$ cat src/design/dmt_pkg.sv
`timescale 1ns / 1ps
// ---------------------------------------------------------------------------
// dmt_pkg
// Shared types and constants for the truncated double multiplier.
// ---------------------------------------------------------------------------
package dmt_pkg;

  localparam int unsigned WordW  = 64;
  localparam int unsigned ExpW   = 11;
  localparam int unsigned FracW  = 52;
  localparam int unsigned HiW    = 32;  // upper mantissa part, bits 52..21
  localparam int unsigned LoW    = 21;  // lower mantissa part, bits 20..0
  localparam int unsigned ESumW  = ExpW + 1;
  localparam int unsigned EResW  = ESumW + 1;

  localparam logic [WordW-1:0] RoundBig   = 64'h0000_0000_0000_0400;
  localparam logic [WordW-1:0] RoundSmall = 64'h0000_0000_0000_0200;
  localparam logic [EResW-1:0] BiasBig    = 13'd1022;
  localparam logic [EResW-1:0] BiasSmall  = 13'd1023;
  localparam logic [EResW-1:0] ExpLimit   = 13'd2047;
  localparam logic [HiW-1:0]   ClearHid   = 32'hFFEF_FFFF;
  localparam logic [HiW-1:0]   PosInfHi   = 32'h7FF0_0000;
  localparam logic [HiW-1:0]   NegInfHi   = 32'hFFF0_0000;

  // side info that travels beside the mantissa data
  typedef struct packed {
    logic             sign;
    logic             zero;
    logic [ESumW-1:0] esum;
  } dmt_meta_t;

  typedef struct packed {
    logic [WordW-1:0] product;
    logic             overflow;
  } dmt_res_t;

endpackage

$ cat src/design/dmt_pack.sv
`timescale 1ns / 1ps
// ---------------------------------------------------------------------------
// dmt_pack
// Rounding, normalization and packing of the 64-bit mantissa sum.
// ---------------------------------------------------------------------------
module dmt_pack (
  input  logic [63:0]        acc_i,
  input  dmt_pkg::dmt_meta_t meta_i,
  output dmt_pkg::dmt_res_t  res_o
);
  import dmt_pkg::*;

  logic [WordW-1:0] sum_big, sum_small, shifted;
  logic [EResW-1:0] ex;
  logic [HiW-1:0]   hi_word;
  logic             ovf;

  always_comb begin
    sum_big   = acc_i + RoundBig;
    sum_small = acc_i + RoundSmall;
    priority if (acc_i[WordW-1]) begin
      shifted = sum_big >> 11;
      ex      = {1'b0, meta_i.esum} - BiasBig;
    end else if (sum_small[WordW-1]) begin
      shifted = sum_small >> 11;
      ex      = {1'b0, meta_i.esum} - BiasBig;
    end else begin
      shifted = sum_small >> 10;
      ex      = {1'b0, meta_i.esum} - BiasSmall;
    end
    ovf     = $signed(ex) >= $signed(ExpLimit);
    // exponent ORed in unmasked, two's complement truncated to 12 bits
    hi_word = {meta_i.sign, 31'b0} | {ex[ESumW-1:0], 20'b0}
            | (shifted[WordW-1:HiW] & ClearHid);

    priority if (meta_i.zero) begin
      res_o.product  = {meta_i.sign, 63'b0};
      res_o.overflow = 1'b0;
    end else if (ovf) begin
      res_o.product  = {(meta_i.sign ? NegInfHi : PosInfHi), 32'b0};
      res_o.overflow = 1'b1;
    end else begin
      res_o.product  = {hi_word, shifted[HiW-1:0]};
      res_o.overflow = 1'b0;
    end
  end

endmodule

$ cat config.mk
export PLATFORM = sky130hd
export DESIGN_NAME = dmt_pack
export DESIGN_NICKNAME = d
export VERILOG_FILES = /design/src/design/dmt_pkg.sv /design/src/design/dmt_pack.sv
export SDC_FILE = /design/constraint.sdc
export NUM_CORES = 1
export LEC_CHECK = 0
export ABC_AREA = 1
export BUFFER_PORTS_ARGS = -buffer_cell sky130_fd_sc_hd__buf_2
export CAP_MARGIN = 20
export CORE_MARGIN = 2
export CORE_UTILIZATION = 39
export DETAILED_ROUTE_END_ITERATION = 16
export PLACE_DENSITY = 0.74
export SKIP_LAST_GASP = 1
export SLEW_MARGIN = 40
export SYNTH_ARGS = -nofsm -noshare
export SYNTH_HDL_FRONTEND = slang
export SYNTH_SLANG_ARGS = --single-unit
$ cat constraint.sdc
create_clock -name vclk -period 2.4
set_clock_uncertainty 0.05 [all_clocks]
set_input_delay 0.24 -clock vclk [all_inputs]
set_output_delay 0.24 -clock vclk [all_outputs]
set_load 0.01 [all_outputs]
==> results.yml <==
run_status:
  outcome: "finished, violations left"
  violations: "setup timing"
synth:
  yosys_warnings: 0
  ys_seq_area_share_pct: 0
  yosysUniqueCellTypes: 37
  syn_area_per_cell_um2: 4.95
  syn_inst: 839
  mappedNetlistArea_um2: 4150
  synth_nets: 921
floorplan:
  core.rowCount: 37
  die_h_um: 107
  die_x_um: 107
  ios: 143
  start_util_pct: 40.2
  die_area_um2: 11500
  coreArea_um2: 10300
cts:
  cts_hold_buf: 0
final_layout:
  final_area_um2: 7840
  finalNonFillerCells: 1370
  insertedDiodeCount: 0
  finalNetCount: 1318
  syn_to_final_growth_pct: 88.8
  drive_gt1_share_pct: 44.3
  multi_input_area_um2: 4090
  clockBufferCount: 0
  fin_util_pct: 75.9
  design.seq.count: 0
  seq_area_um2: 0
  fillers: 790
critical_path:
  critical_path_class: "primary input to primary output"
  arrival_ns: 2.55
  worst-path-max-fanout: 6
  start_kind: "primary input"
  cp.required_ns: 2.11
  end_kind: "primary output"
timing:
  hold_viol_final: 0
  tightest_slew_ns: 0.568
  fin_crit_ns: 2.84
  final.period_utilization_pct: 118
  maxSlewHeadroom_pct: 62.1
  rsz0062_at_grt: "yes"
  setup-violations-final: 65
  max_freq_mhz: 352
  hold_ws_ns: 0.718
  setup_slack_ns: -0.441
  slew_violations: 0
placement:
  placed_area_um2: 6580
  numPlacedInstances: 1304
  dp_hpwl_um: 17700
  globalplace.congestion: 1.04
  io_buffers: 134
run:
  max_cap_violations: 0
pwr:
  p_per_area_nw_per_um2: 162
  p_leak_nw: 3.84
  peakVddDrop_v: 0.000103
  p_total_w: 0.00127
routing:
  drt_iter0_drc: 922
  wirelength_um: 26700
  ant_nets: 0
  detail_route.wl_per_cell_um: 19.5
  via_count: 8039
  drtPass1Iterations: 5
  drt-vias-per-instance: 5.87
  route.detailed.drc: 0
grt:
  track_usage_pct: 41.1
  grt_antenna_before_repair: 0
  first_global_vias: 7489
  grt_pass1_wl_um: 37100
  grt.overflow.total: 0
  grt_start_max_net_pins: 35
hold_path:
  hp-class: "primary input to primary output"
critical path, stage by stage:
cell and delay [ns]:
buf_8 0.08, ha_4 0.17, inv_4 0.05, nor2_4 0.09, nand2_2 0.08, nor2_4 0.15
nand2_4 0.09, o21ai_4 0.20, buf_6 0.16, nand2_4 0.05, nand2_2 0.07, nand2_1 0.06
inv_1 0.06, nand2_1 0.09, nor2_2 0.14, nand3_2 0.11, nand2_4 0.13, buf_6 0.13
nand3_4 0.12, nand2_2 0.16, buf_6 0.11
cells in the mapped netlist, drive strengths merged:
master | instances | area share, %
a211oi | 1 | 0.18
o221ai | 1 | 0.21
xnor2 | 18 | 3.8
o31ai | 2 | 0.36
a31oi | 1 | 0.15
buf | 12 | 2.0
a221oi | 1 | 0.21
nand3 | 63 | 8.0
a21oi | 99 | 12
clkinv | 2 | 0.18
or2 | 1 | 0.15
xor2 | 45 | 9.7
o21ai | 58 | 7.2
o21a | 1 | 0.18
o2111ai | 20 | 4.2
nor4 | 3 | 0.45
clkbuf | 21 | 1.9
o211ai | 8 | 1.4
inv | 98 | 8.9
nor3 | 20 | 2.4
ha | 4 | 1.2
nand2 | 212 | 19
nand4 | 24 | 3.6
nor2 | 120 | 11
nand3b | 4 | 0.72
area by class of cell:
cell class	count	area share, %
inverters	100	4.82
multi-input cells	707	52.2
well taps	136	2.17
repair buffers	427	40.8
per-stage QoR:
stage	setup slack, ns	TNS (ns)
6_report	-0.441	-25.42
5_1_grt	-0.539	-31.28
4_1_cts	-0.284	-13.84
3_5_place_dp	-0.432	-25.26
3_3_place_gp	-0.310	-15.21
2_1_floorplan	0.0140	0
placed cells by master (no fill, tap or decap), drive strengths merged, types with 7 or more instances in the layout:
cell type    n
o21ai       58
buf        420
xor2        45
clkbuf       7
nand3       64
xnor2       18
inv         98
o2111ai     20
nand4       24
o211ai       8
a21oi       99
nor3        20
nor2       120
nand2      212
power by group:
part	leakage [nW]	total, W	switching [W]	internal [W]
combinational	3.84	0.00127	0.000700	0.000572
clock	0	0	0	0
sequential	0	0	0	0
total	3.84	0.00127	0.000700	0.000572
logic make-up after synthesis:
| logic type | Yosys count | share of synthesized area, % |
|---|---|---|
| simple gates | 447 | 46.3 |
| fa+ha+maj | 4 | 1.21 |
| buf+inv | 133 | 12.9 |
| compound gates | 192 | 26.1 |
| xor+xnor | 63 | 13.5 |
final timing paths:
| check | endpoint | from | slack (ns) | cells after the start |
|---|---|---|---|---|
| setup / recovery | res_o[58] | acc_i[10] | -0.44 | 21 |
| hold / removal | res_o[64] | meta_i[13] | 0.72 | 4 |
repair_timing:
action | in CTS | in global routing
cloned | 6 | 5
endpoints found under the setup margin | 65 | 65
pin swaps | 8 | 47
resized for setup | 78 | 87
setup buffers | 46 | 14
layer usage:
metal | GRT usage (%) | part of all wire [%] | vias up
li1 | - | - | 3599
met4 | 25.7 | 7.9 | 0
met5 | 0 | 0 | -
met3 | 7.48 | 13 | 183
met1 | 49.0 | 36 | 3556
met2 | 67.9 | 44 | 701
No activity file was read; power rests on OpenSTA's default activity.
